<file path="config.mk">
export PLATFORM = sky130hd
export DESIGN_NAME = http_request_head_parser_unit
export DESIGN_NICKNAME = d
export VERILOG_FILES = /design/src/hw/rtl/hrhp_pkg.sv /design/src/hw/rtl/hrhp_fsm.sv /design/src/hw/rtl/http_request_head_parser_unit.sv
export VERILOG_INCLUDE_DIRS = /design/src /design/src/hw/rtl
export SDC_FILE = /design/constraint.sdc
export NUM_CORES = 1
export LEC_CHECK = 0
export ABC_AREA = 1
export BUFFER_PORTS_ARGS = -buffer_cell sky130_fd_sc_hd__buf_2
export CAP_MARGIN = 20
export CORE_UTILIZATION = 45
export DETAILED_ROUTE_END_ITERATION = 16
export PLACE_DENSITY = 0.59
export RECOVER_POWER = 50
export SLEW_MARGIN = 20
export SYNTH_ARGS = -nofsm -noshare
export SYNTH_HDL_FRONTEND = slang
export SYNTH_SLANG_ARGS = --single-unit
</file>
<file path="constraint.sdc">
create_clock -name aclk -period 8.5 [get_ports aclk]
set_input_delay 1.7 -clock aclk [delete_from_list [all_inputs] [get_ports aclk]]
set_output_delay 1.7 -clock aclk [all_outputs]
set_load 0.01 [all_outputs]
</file>
<file path="src/hw/rtl/http_request_head_parser_unit_macros.svh">
// Assertion macros for the request head parser.
`ifndef HTTP_REQUEST_HEAD_PARSER_UNIT_MACROS_SVH
`define HTTP_REQUEST_HEAD_PARSER_UNIT_MACROS_SVH
`ifndef SYNTHESIS
// Antecedent implies consequent in the same cycle.
`define HRHP_ASSERT_IMP(label, clk, rstn, ante, cons) \
    label: assert property (@(posedge clk) disable iff (!(rstn)) (ante) |-> (cons)) \
        else $error("hrhp assertion failed");
// Antecedent implies consequent in the next cycle.
`define HRHP_ASSERT_NEXT(label, clk, rstn, ante, cons) \
    label: assert property (@(posedge clk) disable iff (!(rstn)) (ante) |=> (cons)) \
        else $error("hrhp assertion failed");
`else
`define HRHP_ASSERT_IMP(label, clk, rstn, ante, cons)
`define HRHP_ASSERT_NEXT(label, clk, rstn, ante, cons)
`endif
`endif

</file>
<file path="src/hw/rtl/hrhp_pkg.sv">
// Types, constants and character class functions for the request head parser.
package hrhp_pkg;

    typedef enum logic [4:0] {
        PS_METHOD_START = 5'd0,
        PS_METHOD       = 5'd1,
        PS_URI_START    = 5'd2,
        PS_URI          = 5'd3,
        PS_VER_H        = 5'd4,
        PS_VER_T1       = 5'd5,
        PS_VER_T2       = 5'd6,
        PS_VER_P        = 5'd7,
        PS_VER_SLASH    = 5'd8,
        PS_MAJOR_START  = 5'd9,
        PS_MAJOR        = 5'd10,
        PS_MINOR_START  = 5'd11,
        PS_MINOR        = 5'd12,
        PS_LF_1         = 5'd13,
        PS_LINE_START   = 5'd14,
        PS_LWS          = 5'd15,
        PS_NAME         = 5'd16,
        PS_SPACE_VALUE  = 5'd17,
        PS_VALUE        = 5'd18,
        PS_LF_2         = 5'd19,
        PS_LF_3         = 5'd20
    } parse_state_t;

    typedef enum logic [1:0] {
        STATUS_PENDING = 2'd0,
        STATUS_ACCEPT  = 2'd1,
        STATUS_REJECT  = 2'd2
    } status_t;

    typedef enum logic [2:0] {
        CLS_NONE   = 3'd0,
        CLS_METHOD = 3'd1,
        CLS_URI    = 3'd2,
        CLS_NAME   = 3'd3,
        CLS_VALUE  = 3'd4
    } byte_class_t;

    typedef struct packed {
        logic [7:0] data_byte;
        logic       restart;
    } in_item_t;

    typedef struct packed {
        status_t     status;
        byte_class_t byte_class;
        logic [7:0]  byte_out;
        logic        header_start;
        logic [15:0] version_major;
        logic [15:0] version_minor;
    } out_item_t;

    localparam logic [7:0] CHAR_TAB   = 8'h09;
    localparam logic [7:0] CHAR_LF    = 8'h0A;
    localparam logic [7:0] CHAR_CR    = 8'h0D;
    localparam logic [7:0] CHAR_SPACE = 8'h20;
    localparam logic [7:0] CHAR_SLASH = 8'h2F;
    localparam logic [7:0] CHAR_ZERO  = 8'h30;
    localparam logic [7:0] CHAR_NINE  = 8'h39;
    localparam logic [7:0] CHAR_COLON = 8'h3A;
    localparam logic [7:0] CHAR_DOT   = 8'h2E;
    localparam logic [7:0] CHAR_H     = 8'h48;
    localparam logic [7:0] CHAR_T     = 8'h54;
    localparam logic [7:0] CHAR_P     = 8'h50;
    localparam logic [7:0] CHAR_DEL   = 8'h7F;
    localparam logic [7:0] CTL_LAST   = 8'h1F;
    localparam logic [15:0] COUNT_MAX = 16'hFFFF;

    function automatic logic is_ctl(input logic [7:0] c);
        return (c <= CTL_LAST) || (c == CHAR_DEL);
    endfunction

    function automatic logic is_separator(input logic [7:0] c);
        logic sep;
        case (c)
            8'h28, 8'h29, 8'h3C, 8'h3E, 8'h40, 8'h2C, 8'h3B, 8'h3A, 8'h5C,
            8'h22, 8'h2F, 8'h5B, 8'h5D, 8'h3F, 8'h3D, 8'h7B, 8'h7D,
            8'h20, 8'h09: sep = 1'b1;
            default: sep = 1'b0;
        endcase
        return sep;
    endfunction

    function automatic logic is_token(input logic [7:0] c);
        return !c[7] && !is_ctl(c) && !is_separator(c);
    endfunction

    function automatic logic is_dec_digit(input logic [7:0] c);
        return (c >= CHAR_ZERO) && (c <= CHAR_NINE);
    endfunction

    function automatic logic is_space_tab(input logic [7:0] c);
        return (c == CHAR_SPACE) || (c == CHAR_TAB);
    endfunction

    // v * 10 + digit, saturating at the 16-bit maximum; digit is the low nibble.
    function automatic logic [15:0] accumulate(input logic [15:0] v, input logic [7:0] c);
        logic [20:0] n;
        n = ({5'd0, v} << 3) + ({5'd0, v} << 1) + {17'd0, c[3:0]};
        return (n > {5'd0, COUNT_MAX}) ? COUNT_MAX : n[15:0];
    endfunction

endpackage

</file>
<file path="src/hw/rtl/hrhp_fsm.sv">
// Parse state registers and the per-byte transition logic.
module hrhp_fsm
    import hrhp_pkg::*;
(
    input  logic      aclk,
    input  logic      aresetn,
    input  logic      step,
    input  in_item_t  item,
    output out_item_t result
);

    parse_state_t state_reg, state_next;
    logic         have_header_reg, have_header_next;
    logic [15:0]  major_reg, major_next;
    logic [15:0]  minor_reg, minor_next;
    status_t      verdict_reg, verdict_next;

    always_ff @(posedge aclk) begin
        if (!aresetn) begin
            state_reg       <= PS_METHOD_START;
            have_header_reg <= 1'b0;
            major_reg       <= '0;
            minor_reg       <= '0;
            verdict_reg     <= STATUS_PENDING;
        end else if (step) begin
            state_reg       <= state_next;
            have_header_reg <= have_header_next;
            major_reg       <= major_next;
            minor_reg       <= minor_next;
            verdict_reg     <= verdict_next;
        end
    end

    always_comb begin
        parse_state_t s;
        logic [7:0]   c;
        logic         bad;
        byte_class_t  cls;
        logic         hstart;

        c      = item.data_byte;
        bad    = 1'b0;
        cls    = CLS_NONE;
        hstart = 1'b0;

        // restart takes effect before the byte is judged
        if (item.restart) begin
            state_next       = PS_METHOD_START;
            have_header_next = 1'b0;
            major_next       = '0;
            minor_next       = '0;
            verdict_next     = STATUS_PENDING;
        end else begin
            state_next       = state_reg;
            have_header_next = have_header_reg;
            major_next       = major_reg;
            minor_next       = minor_reg;
            verdict_next     = verdict_reg;
        end
        s = state_next;

        if (verdict_next == STATUS_PENDING) begin
            case (state_next)
                PS_METHOD_START: begin
                    if (is_token(c)) begin
                        s = PS_METHOD; cls = CLS_METHOD;
                    end else bad = 1'b1;
                end
                PS_METHOD: begin
                    if (c == CHAR_SPACE) s = PS_URI_START;
                    else if (is_token(c)) cls = CLS_METHOD;
                    else bad = 1'b1;
                end
                PS_URI_START: begin
                    if (is_ctl(c)) bad = 1'b1;
                    else begin
                        s = PS_URI; cls = CLS_URI;
                    end
                end
                PS_URI: begin
                    if (c == CHAR_SPACE) s = PS_VER_H;
                    else if (is_ctl(c)) bad = 1'b1;
                    else cls = CLS_URI;
                end
                PS_VER_H: begin
                    if (c == CHAR_H) s = PS_VER_T1; else bad = 1'b1;
                end
                PS_VER_T1: begin
                    if (c == CHAR_T) s = PS_VER_T2; else bad = 1'b1;
                end
                PS_VER_T2: begin
                    if (c == CHAR_T) s = PS_VER_P; else bad = 1'b1;
                end
                PS_VER_P: begin
                    if (c == CHAR_P) s = PS_VER_SLASH; else bad = 1'b1;
                end
                PS_VER_SLASH: begin
                    if (c == CHAR_SLASH) begin
                        major_next = '0; minor_next = '0; s = PS_MAJOR_START;
                    end else bad = 1'b1;
                end
                PS_MAJOR_START: begin
                    if (is_dec_digit(c)) begin
                        major_next = accumulate(major_next, c); s = PS_MAJOR;
                    end else bad = 1'b1;
                end
                PS_MAJOR: begin
                    if (c == CHAR_DOT) s = PS_MINOR_START;
                    else if (is_dec_digit(c)) major_next = accumulate(major_next, c);
                    else bad = 1'b1;
                end
                PS_MINOR_START: begin
                    if (is_dec_digit(c)) begin
                        minor_next = accumulate(minor_next, c); s = PS_MINOR;
                    end else bad = 1'b1;
                end
                PS_MINOR: begin
                    if (c == CHAR_CR) s = PS_LF_1;
                    else if (is_dec_digit(c)) minor_next = accumulate(minor_next, c);
                    else bad = 1'b1;
                end
                PS_LF_1: begin
                    if (c == CHAR_LF) s = PS_LINE_START; else bad = 1'b1;
                end
                PS_LINE_START: begin
                    if (c == CHAR_CR) s = PS_LF_3;
                    else if (have_header_next && is_space_tab(c)) s = PS_LWS;
                    else if (is_token(c)) begin
                        have_header_next = 1'b1; hstart = 1'b1;
                        cls = CLS_NAME; s = PS_NAME;
                    end else bad = 1'b1;
                end
                PS_LWS: begin
                    if (c == CHAR_CR) s = PS_LF_2;
                    else if (is_space_tab(c)) s = PS_LWS;
                    else if (is_ctl(c)) bad = 1'b1;
                    else begin
                        s = PS_VALUE; cls = CLS_VALUE;
                    end
                end
                PS_NAME: begin
                    if (c == CHAR_COLON) s = PS_SPACE_VALUE;
                    else if (is_token(c)) cls = CLS_NAME;
                    else bad = 1'b1;
                end
                PS_SPACE_VALUE: begin
                    if (c == CHAR_SPACE) s = PS_VALUE; else bad = 1'b1;
                end
                PS_VALUE: begin
                    if (c == CHAR_CR) s = PS_LF_2;
                    else if (is_ctl(c)) bad = 1'b1;
                    else cls = CLS_VALUE;
                end
                PS_LF_2: begin
                    if (c == CHAR_LF) s = PS_LINE_START; else bad = 1'b1;
                end
                PS_LF_3: begin
                    if (c == CHAR_LF) verdict_next = STATUS_ACCEPT; else bad = 1'b1;
                end
                default: bad = 1'b1;
            endcase

            // a rejected byte leaves the parse state where it was
            if (bad) begin
                verdict_next = STATUS_REJECT;
                cls          = CLS_NONE;
                hstart       = 1'b0;
            end else begin
                state_next = s;
            end
        end

        result.status        = verdict_next;
        result.byte_class    = cls;
        result.byte_out      = c;
        result.header_start  = hstart;
        result.version_major = major_next;
        result.version_minor = minor_next;
    end

endmodule

</file>
<file path="src/hw/rtl/http_request_head_parser_unit.sv">
// Top level of the request head parser: input register, parser and result register.
// An input byte is registered in the input register and then in the result register, which
// offers it on m_valid; a stall on m_ready can hold it in either register.
// Throughput: one byte per cycle while m_ready stays high; the parser step is a single state
// transition plus a times-ten accumulate, evaluated between the input and result registers.
// Reset (aresetn low, synchronous): both pipeline registers empty, parser at method
// start, version counts cleared, verdict pending.
`include "http_request_head_parser_unit_macros.svh"

module http_request_head_parser_unit
    import hrhp_pkg::*;
(
    input  logic      aclk,
    input  logic      aresetn,
    // byte input channel
    input  logic      s_valid,
    output logic      s_ready,
    input  in_item_t  s_data,
    // result channel
    output logic      m_valid,
    input  logic      m_ready,
    output out_item_t m_data
);

    // Input register: holds the byte waiting to be judged.
    logic      in_valid_reg;
    in_item_t  in_data_reg;

    // Result register: holds the judged byte until the consumer takes it.
    logic      out_valid_reg;
    out_item_t out_data_reg;

    out_item_t step_result;
    logic      advance;
    logic      step;

    // Advance whenever the result register is empty or being drained this cycle.
    assign advance = !out_valid_reg || m_ready;
    // The parser state moves only when a byte passes from input to result register.
    assign step    = in_valid_reg && advance;
    // Take a new byte whenever the input register is empty or moving on.
    assign s_ready = !in_valid_reg || advance;

    always_ff @(posedge aclk) begin
        if (!aresetn) begin
            in_valid_reg <= 1'b0;
        end else if (s_ready) begin
            in_valid_reg <= s_valid;
        end
    end

    // Payload register: capture on every input transfer, no reset needed.
    always_ff @(posedge aclk) begin
        if (s_valid && s_ready) begin
            in_data_reg <= s_data;
        end
    end

    hrhp_fsm u_fsm (
        .aclk    (aclk),
        .aresetn (aresetn),
        .step    (step),
        .item    (in_data_reg),
        .result  (step_result)
    );

    always_ff @(posedge aclk) begin
        if (!aresetn) begin
            out_valid_reg <= 1'b0;
        end else if (advance) begin
            out_valid_reg <= in_valid_reg;
        end
    end

    // Hold the result while the consumer stalls; load it on every parser step.
    always_ff @(posedge aclk) begin
        if (step) begin
            out_data_reg <= step_result;
        end
    end

    assign m_valid = out_valid_reg;
    assign m_data  = out_data_reg;

    // Every parser step leaves a valid result in the result register in the next cycle.
    `HRHP_ASSERT_NEXT(a_step_gives_result, aclk, aresetn, step, out_valid_reg)
    // A drained result register with nothing behind it goes empty.
    `HRHP_ASSERT_NEXT(a_drain_empties, aclk, aresetn,
        out_valid_reg && m_ready && !in_valid_reg, !out_valid_reg)
    // Tagged bytes only appear while the verdict is still pending.
    `HRHP_ASSERT_IMP(a_class_pending, aclk, aresetn,
        out_valid_reg && (out_data_reg.byte_class != CLS_NONE),
        out_data_reg.status == STATUS_PENDING)
    // A header start is always the first byte of a header name.
    `HRHP_ASSERT_IMP(a_hstart_is_name, aclk, aresetn,
        out_valid_reg && out_data_reg.header_start,
        out_data_reg.byte_class == CLS_NAME)

endmodule
</file>
-- Word level (Yosys, flattened, before mapping)
Cells that the tools add are included.
- register bits after elaboration: 97
- input bits: 13
- output and inout port bits: 48
- logic and storage cells: 207
- add/sub/neg operators: 4
- order comparisons: 5
- eq/ne operators: 46
- muxes and demuxes: 105
- bitwise gates (word level): 2
- reduce and logical (&&, ||, !) cells: 30
- operators with widths (kind ; number):
    $mux W16 ; 12
    $mux W5 ; 26
    $eq A8 B6 Y1 const B ; 13
    $pmux W16 S3 ; 2
    $pmux W5 S19 ; 1
    $eq A8 B7 Y1 const B ; 10
    $mux W1 ; 45
    $add A21 B4 Y21 ; 2
    $gt A21 B16 Y1 const B ; 2
    $add A19 B17 Y20 ; 2
    $eq A5 B4 Y1 const B ; 8
    $mux W3 ; 9
    $eq A5 B5 Y1 const B ; 5
    $eq A8 B4 Y1 const B ; 3
    $pmux W3 S8 ; 1
    $eq A5 B3 Y1 const B ; 4
    $reduce_or A19 Y1 ; 1
    $pmux W1 S17 ; 1
    $mux W2 ; 8
    $eq A5 B2 Y1 const B ; 2
    $logic_and A1 B1 Y1 ; 9
    $ge A8 B6 Y1 const B ; 1
    $le A8 B5 Y1 const B ; 1
    $le A8 B6 Y1 const B ; 1
    9 further kinds ; 23

-- Longest topological paths before layout
Gate-level depths: netlist of run 1.
- word-level depth: 16
- gate-level depth with buffers: 28
- gate-level depth less buffers: 26

-- Hierarchy
Synthesis of run 1 repeated with hierarchy kept, for this count alone.
- cell total of the unflattened synthesis: 1341
- area total of the unflattened synthesis: 8785.9 sq um
- by module, submodules not included (module ; times used ; cells each ; area an instance (sq um) ; seq. area each (sq um)):
    hrhp_fsm ; 1 ; 1273 ; 7039.3 ; 800.8
    http_request_head_parser_unit ; 1 ; 68 ; 1746.7 ; 1691.6

-- Worst setup path before layout of run 1
Ideal clock, no wire load.
- path kind: input port to flip-flop
- start: in m_ready
- end: reg out_data_reg, in the netlist m_data[0], enable pin
- data arrival time: 3.459 ns
- data required time: 8.071 ns
- slack: 4.612 ns
- stages: 5
- buffers on the path: 1
- cells stage by stage: inv_1 > nand2_1 > nand2_1 > clkinv_1 > buf_1
- longest elaborated chain between the ends: 2
- RTL lines (element ; RTL line ; source):
    from (decl) ; http_request_head_parser_unit.sv:21 ; input logic m_ready,
    $logic_or A1 B1 Y1 ; http_request_head_parser_unit.sv:38 ; assign advance = !out_valid_reg || m_ready;
    $logic_and A1 B1 Y1 ; http_request_head_parser_unit.sv:40 ; assign step = in_valid_reg && advance;
    named net step ; http_request_head_parser_unit.sv:35 ; logic step;
    to (signal assigned) ; http_request_head_parser_unit.sv:78 ; out_data_reg <= step_result;
    to (decl) ; http_request_head_parser_unit.sv:31 ; out_item_t out_data_reg;
The timed path passes the listed nets, and every way through them passes these cells.
A chain may end at the register's enable or synchronous reset.

-- Worst setup path after layout of run 1
- start: in m_ready
- end: reg u_fsm.major_reg[5]
- longest elaborated chain between the ends: 2
- RTL lines (element ; RTL line ; source):
    $logic_or A1 B1 Y1 ; http_request_head_parser_unit.sv:38 ;
    $logic_and A1 B1 Y1 ; http_request_head_parser_unit.sv:40 ;
    to (signal assigned) ; hrhp_fsm.sv:28 ; major_reg <= major_next;
    to (decl) ; hrhp_fsm.sv:14 ; logic [15:0] major_reg, major_next;
No other way between the ends.

==> results of run 1 <==
[worst paths after layout]
path	cells past startpoint	start	slack, ns	to
worst max-delay path	9	m_ready	3.77	u_fsm.major_reg[5]$_SDFFE_PN0P_
worst min-delay path	2	u_fsm.state_reg[3]$_SDFFE_PN0P_	0.47	u_fsm.state_reg[3]$_SDFFE_PN0P_
worst max register to register	24	in_data_reg[0]$_DFFE_PP_	4.42	m_data[21]$_DFFE_PP_
worst min register to register	2	u_fsm.state_reg[3]$_SDFFE_PN0P_	0.47	u_fsm.state_reg[3]$_SDFFE_PN0P_
[cell usage after synthesis (all sizes together)]
cell type  instances
clkinv             3
o211ai             4
o32ai              1
xnor2             12
a211oi             2
o21ai             73
nand2            458
o21a               2
a21oi            102
nor3              18
and3               1
inv              198
or2                9
a2111oi            2
a31oi              8
buf               14
nor4               5
clkbuf            19
nor2             179
ha                11
nand3            114
edfxtp            55
dfxtp             42
nand4             24
o21bai             3
a22oi              1
o2111ai            4
o22ai              5
xor2               7
o31ai              2
a21boi             3
nand3b             4
a311oi             1
o311ai             3
[metal layers]
metal / track usage / up-vias / wire (µm)
li1: - / 4611 / -
met1: 0.360 / 4215 / 12400
met2: 0.466 / 284 / 12600
met3: 0.0334 / 46 / 1520
met4: 0.0934 / 0 / 612
met5: 0 / - / 0
[through the flow]
step	utilization	hold slack, ns	setup slack [ns]
after floorplan	-	0.445	4.61
after global placement	0.490	0.454	4.42
after detailed placement	0.490	0.461	4.39
after CTS	0.507	0.473	4.43
after global routing	0.504	0.485	3.48
final	0.504	0.469	3.77
[critical path, cell delays in order]
cell        delay (ns)
buf_2             0.09
inv_1             0.05
nand2_1           0.06
nand2_1           0.06
buf_4             0.42
clkinvlp_2        1.39
buf_4             0.82
o21ai_0           0.29
a21oi_2           0.04
[cell families (layout without fill, tap and decap cells)]
logic type,Yosys count,count (layout),synth area share
flip-flops,97,97,0.284
XOR/XNOR,19,19,0.0232
AND/OR/NAND/NOR,812,812,0.429
adder cells (fa/ha/maj),11,11,0.0157
AO/OA/AOI/OAI,216,216,0.138
buffers and inverters,234,285,0.110
[report_power, final]
part	internal (mW)	leakage (nW)	switching [mW]	total (mW)
registers	0.523	0.874	0.0189	0.542
clock network	0.216	0.156	0.222	0.438
logic	0.0695	3.40	0.172	0.241
total	0.809	4.43	0.413	1.22
[layout make-up]
| class | count | area share |
|---|---|---|
| Clock buffer | 9 | 0.0237 |
| Clock inverter | 7 | 0.00986 |
| Inverter | 201 | 0.0799 |
| Multi-Input combinational cell | 1058 | 0.559 |
| Sequential cell | 97 | 0.262 |
| Tap cell | 260 | 0.0342 |
| Timing Repair Buffer | 68 | 0.0315 |
==> key figures, run 1 <==
Status
  – Status: finished, violations left
  – Violated checks: capacitance limit, slew limit

CTS
  – Post_cts resized: 0
  – Worst-Skew Late Latency: 0.37 ns
  – CTS HTree Levels: 3
  – Clock-pin slew on the worst setup and hold paths: 0.08 ns
  – Cts hold-fix bufs: 0
  – CTS tree: built
  – CTS Root Cell: clkbuf_16
  – Cts bufs inserted: 9
  – Num Clock Sinks: 97
  – Postcts setup bufs: 0
  – Clk buf depth: 2

Place
  – Port buffer count: 60
  – Placed instance area: 9260 µm²
  – Dpl hpwl: 20,000 µm
  – RePlAce Congestion: 1.02
  – Cell count after placement: 1,684

Timing
  – Tcrit/Tclk final: 0.557
  – Hold Fails Final Rpt: 0
  – Final max-slew violation count: 38
  – Setup TNS after final layout: 0 ns
  – Clk_skew: 0.0109 ns
  – Slew @ Worst Pin: 1.59 ns
  – RSZ-0062 raised after global routing: false
  – Relative max-transition margin: -0.0656
  – Fmax: 211 MHz
  – Crit path time final: 4.73 ns
  – Setup violations, final: 0

Floorplanning
  – Die width: 142 µm
  – Die height: 142 µm
  – Total die area: 20,100 µm²
  – Top-level I/O count: 61
  – Initial Util: 0.465
  – Site row count: 50
  – Core ar.: 18,900 µm²

Layout
  – Leading cell type in the layout, fill and taps excluded: nand2_1
  – Post-route cell area: 9520 µm²
  – Share of cells above drive strength 1: 0.119
  – Fillers: 2,100
  – Final cell count without fillers: 1,700
  – Most frequent cells in the layout: 428 x nand2_1, 181 x inv_1, 138 x nor2_1
  – P&R area growth vs syn: 8.41%
  – Number of flip-flops in the largest register: 46
  – Ant diodes: 0
  – Post-layout nets: 1,459
  – Sequential cell area: 2490 µm²
  – Area taken by multi-input logic gates: 5320 µm²

Power and ir drop
  – Power, Total: 1.22 mW
  – VDD IR max: 0.0998 mV
  – PD cells: 128 nW/µm²
  – Leak: 4.43 nW

Critical path
  – CP required: 8.73 ns
  – Critical path type: in -> reg
  – Startpoint Class: input pin
  – CP Data Arrival Time: 4.96 ns
  – Crit end category: register
  – Crit-path max FO: 54

Global routing
  – All-Layer GR Usage: 0.274
  – Vias in the first global route: 8,594
  – Grt total ovfl: 0
  – Global-route wire length before repair: 43,400 µm
  – Pin count of the biggest net entering global routing: 55
  – Initial antenna violation count: 0

Route
  – Via density: 5.39
  – Pre-Repair DR Iteration Count: 5
  – DRC viols: 0
  – Final wirelength: 27,100 µm
  – Routed len/inst: 15.9 µm
  – Via count: 9,156
  – Post-DRT Antenna Nets: 0
  – Drt first-iter violations: 693

Min path
  – Hold WC Path Type: reg -> reg

Job
  – Max Cap Viol: 1

Synthesis
  – Synthesized area: 8780 µm²
  – Syn Area/Cell: 6.32 µm²
  – Syn Nets: 1,413
  – Register bit total from synthesis: 97
  – Synth area leader: edfxtp_1
  – Seq/Total Area, Yosys: 0.284
  – Synth cell types: 58
  – Synth top area share: 0.188
  – Gate Count Post-Synth: 1,389
  – Area contributors post-synth: edfxtp_1 19%, nand2_1 18%, dfxtp_1 9.6%, inv_1 7.7%, nor2_1 5.9%
  – Ys Warns: 0
Power figures use the tool's default switching activity.
==> inputs of run 2 (changes only) <==
==> constraint.sdc (replaced) <==
create_clock -name aclk -period 4.4 [get_ports aclk]
set_input_delay 0.88 -clock aclk [delete_from_list [all_inputs] [get_ports aclk]]
set_output_delay 0.88 -clock aclk [all_outputs]
set_load 0.01 [all_outputs]
==> key figures, run 2 (synthesized netlist as in run 1, its figures left out) <==
Critical path
  – Crit-path max FO: 19
  – CP Data Arrival Time: 4.05 ns
  – CP max stage cell: edfxtp_1
  – Critical path type: reg -> reg
  – Max incr delay on CP: 0.83 ns
  – Crit end category: register
  – Worst path cell trace: inv_6 > nand2_1 > inv_1 > ha_1 > ha_1 > inv_1 > nand2_1 > xor2_2 > nor2_2 > nand2_1 > nor2_2 > nand4_1 > nor2_1 > nand4_1 > nand2_1 > nand3_4 > nor2_2 > nand2_1 > nand2_1 > nand2_1 > nand2_1 > inv_1
  – Crit path top cell by count: nand2_1
  – CP required: 4.54 ns
  – Startpoint Class: register

Power and ir drop
  – PD cells: 247 nW/µm²
  – VDD IR max: 0.198 mV
  – Leak: 4.47 nW
  – Power, Total: 2.36 mW

Timing
  – Relative max-transition margin: 0.319
  – Crit path time final: 3.92 ns
  – Hold Fails Final Rpt: 0
  – Slew @ Worst Pin: 1.02 ns
  – Clk_skew: 0.0123 ns
  – Setup violations, final: 0
  – Fmax: 255 MHz
  – Tcrit/Tclk final: 0.890
  – RSZ-0062 raised after global routing: false
  – Setup TNS after final layout: 0 ns
  – Final max-slew violation count: 0

Layout
  – Fillers: 2,011
  – Final cell count without fillers: 1,709
  – Leading cell type in the layout, fill and taps excluded: nand2_1
  – Final core utilization: 0.507
  – Area taken by multi-input logic gates: 5320 µm²
  – Number of flip-flops in the largest register: 46
  – Most frequent cells in the layout: 428 x nand2_1, 181 x inv_1, 138 x nor2_1
  – Post-layout nets: 1,468
  – Sequential cell area: 2490 µm²
  – P&R area growth vs syn: 9.08%
  – Share of cells above drive strength 1: 0.124
  – Ant diodes: 0

Route
  – Routed len/inst: 15.9 µm
  – Drt first-iter violations: 770
  – Pre-Repair DR Iteration Count: 5
  – Via count: 9,070
  – Via density: 5.31
  – Top sig layer: met4
  – DRC viols: 0
  – WL met3: 1350 µm
  – DR WL met2: 12,600 µm
  – Post-DRT Antenna Nets: 0
  – Final wirelength: 27,200 µm
  – Wl on met1: 12,700 µm

Floorplanning
  – Die height: 142 µm
  – Top-level I/O count: 61
  – Die width: 142 µm
  – Initial Util: 0.465
  – Core ar.: 18,900 µm²
  – Site row count: 50
  – Total die area: 20,100 µm²

Global routing
  – Grt total ovfl: 0
  – Initial antenna violation count: 0
  – Pin count of the biggest net entering global routing: 64
  – All-Layer GR Usage: 0.278
  – Vias in the first global route: 8,528
  – Global-route wire length before repair: 43,800 µm

Min path
  – Hold WC Path Type: reg -> reg

CTS
  – Num Clock Sinks: 97
  – CTS Root Cell: clkbuf_16
  – Cts bufs inserted: 9
  – Post_cts resized: 0
  – Postcts setup bufs: 0
  – CTS HTree Levels: 3
  – Worst-Skew Late Latency: 0.37 ns
  – Clock-pin slew on the worst setup and hold paths: 0.09 ns
  – CTS tree: built
  – Cts hold-fix bufs: 0
  – Clk buf depth: 2

Place
  – Port buffer count: 60
  – Dpl hpwl: 20,500 µm
  – RePlAce Congestion: 0.937
  – Cell count after placement: 1,693

Job
  – Max Cap Viol: 0

Status
  – Status: completed
run 2: changes by cell type in the layout (fill, tap and decap cells not counted), sizes merged:
| cell | before | now |
|---|---|---|
| clkinv | 4 | 7 |
| clkinvlp | 1 | 0 |
| inv | 203 | 201 |
| buf | 20 | 28 |
| clkbuf | 57 | 58 |
run 2: area by class of cell:
| type | count | share of cell area |
|---|---|---|
| repair buffers | 77 | 0.0383 |
| clock buffers | 9 | 0.0235 |
| flip-flops and latches | 97 | 0.260 |
| well taps | 260 | 0.0340 |
| inverters | 201 | 0.0794 |
| multi-input cells | 1058 | 0.556 |
| clock inverters | 7 | 0.00901 |
run 2: metal layers:
layer,up-vias,GRT usage
met5,-,0
met3,42,0.0364
met1,4164,0.375
li1,4617,-
met4,0,0.0798
met2,247,0.463
run 2: worst paths after layout:
check,slack [ns],startpoint,end,depth (start not counted)
min,0.47,u_fsm.verdict_reg[1]$_SDFFE_PN0P_,u_fsm.verdict_reg[1]$_SDFFE_PN0P_,2
min reg2reg,0.47,u_fsm.verdict_reg[1]$_SDFFE_PN0P_,u_fsm.verdict_reg[1]$_SDFFE_PN0P_,2
max reg2reg,0.48,in_data_reg[0]$_DFFE_PP_,m_data[21]$_DFFE_PP_,22
max,0.48,in_data_reg[0]$_DFFE_PP_,m_data[21]$_DFFE_PP_,22
run 2: power by group:
part | switching, mW | internal, mW
combinational | 0.327 | 0.139
sequential | 0.0389 | 1.01
clock | 0.440 | 0.409
run 2: worst max-delay path, delay by kind of cell (launching register included):
family,cells,cell delay [ns]
simple gates,15,1.74
buf+inv,4,0.42
flops,1,0.83
xor+xnor,1,0.23
fa+ha+maj,2,0.48
run 2: metrics by stage:
stage | cell area, µm² | worst slack, ns | hold slack [ns]
global route | 9580 | 0.0735 | 0.493
detailed placement | 9330 | 0.518 | 0.461
floorplan | 8780 | 1.09 | 0.445
finish | 9580 | 0.484 | 0.473
CTS | 9640 | 0.499 | 0.473
global placement | 9330 | 0.636 | 0.453
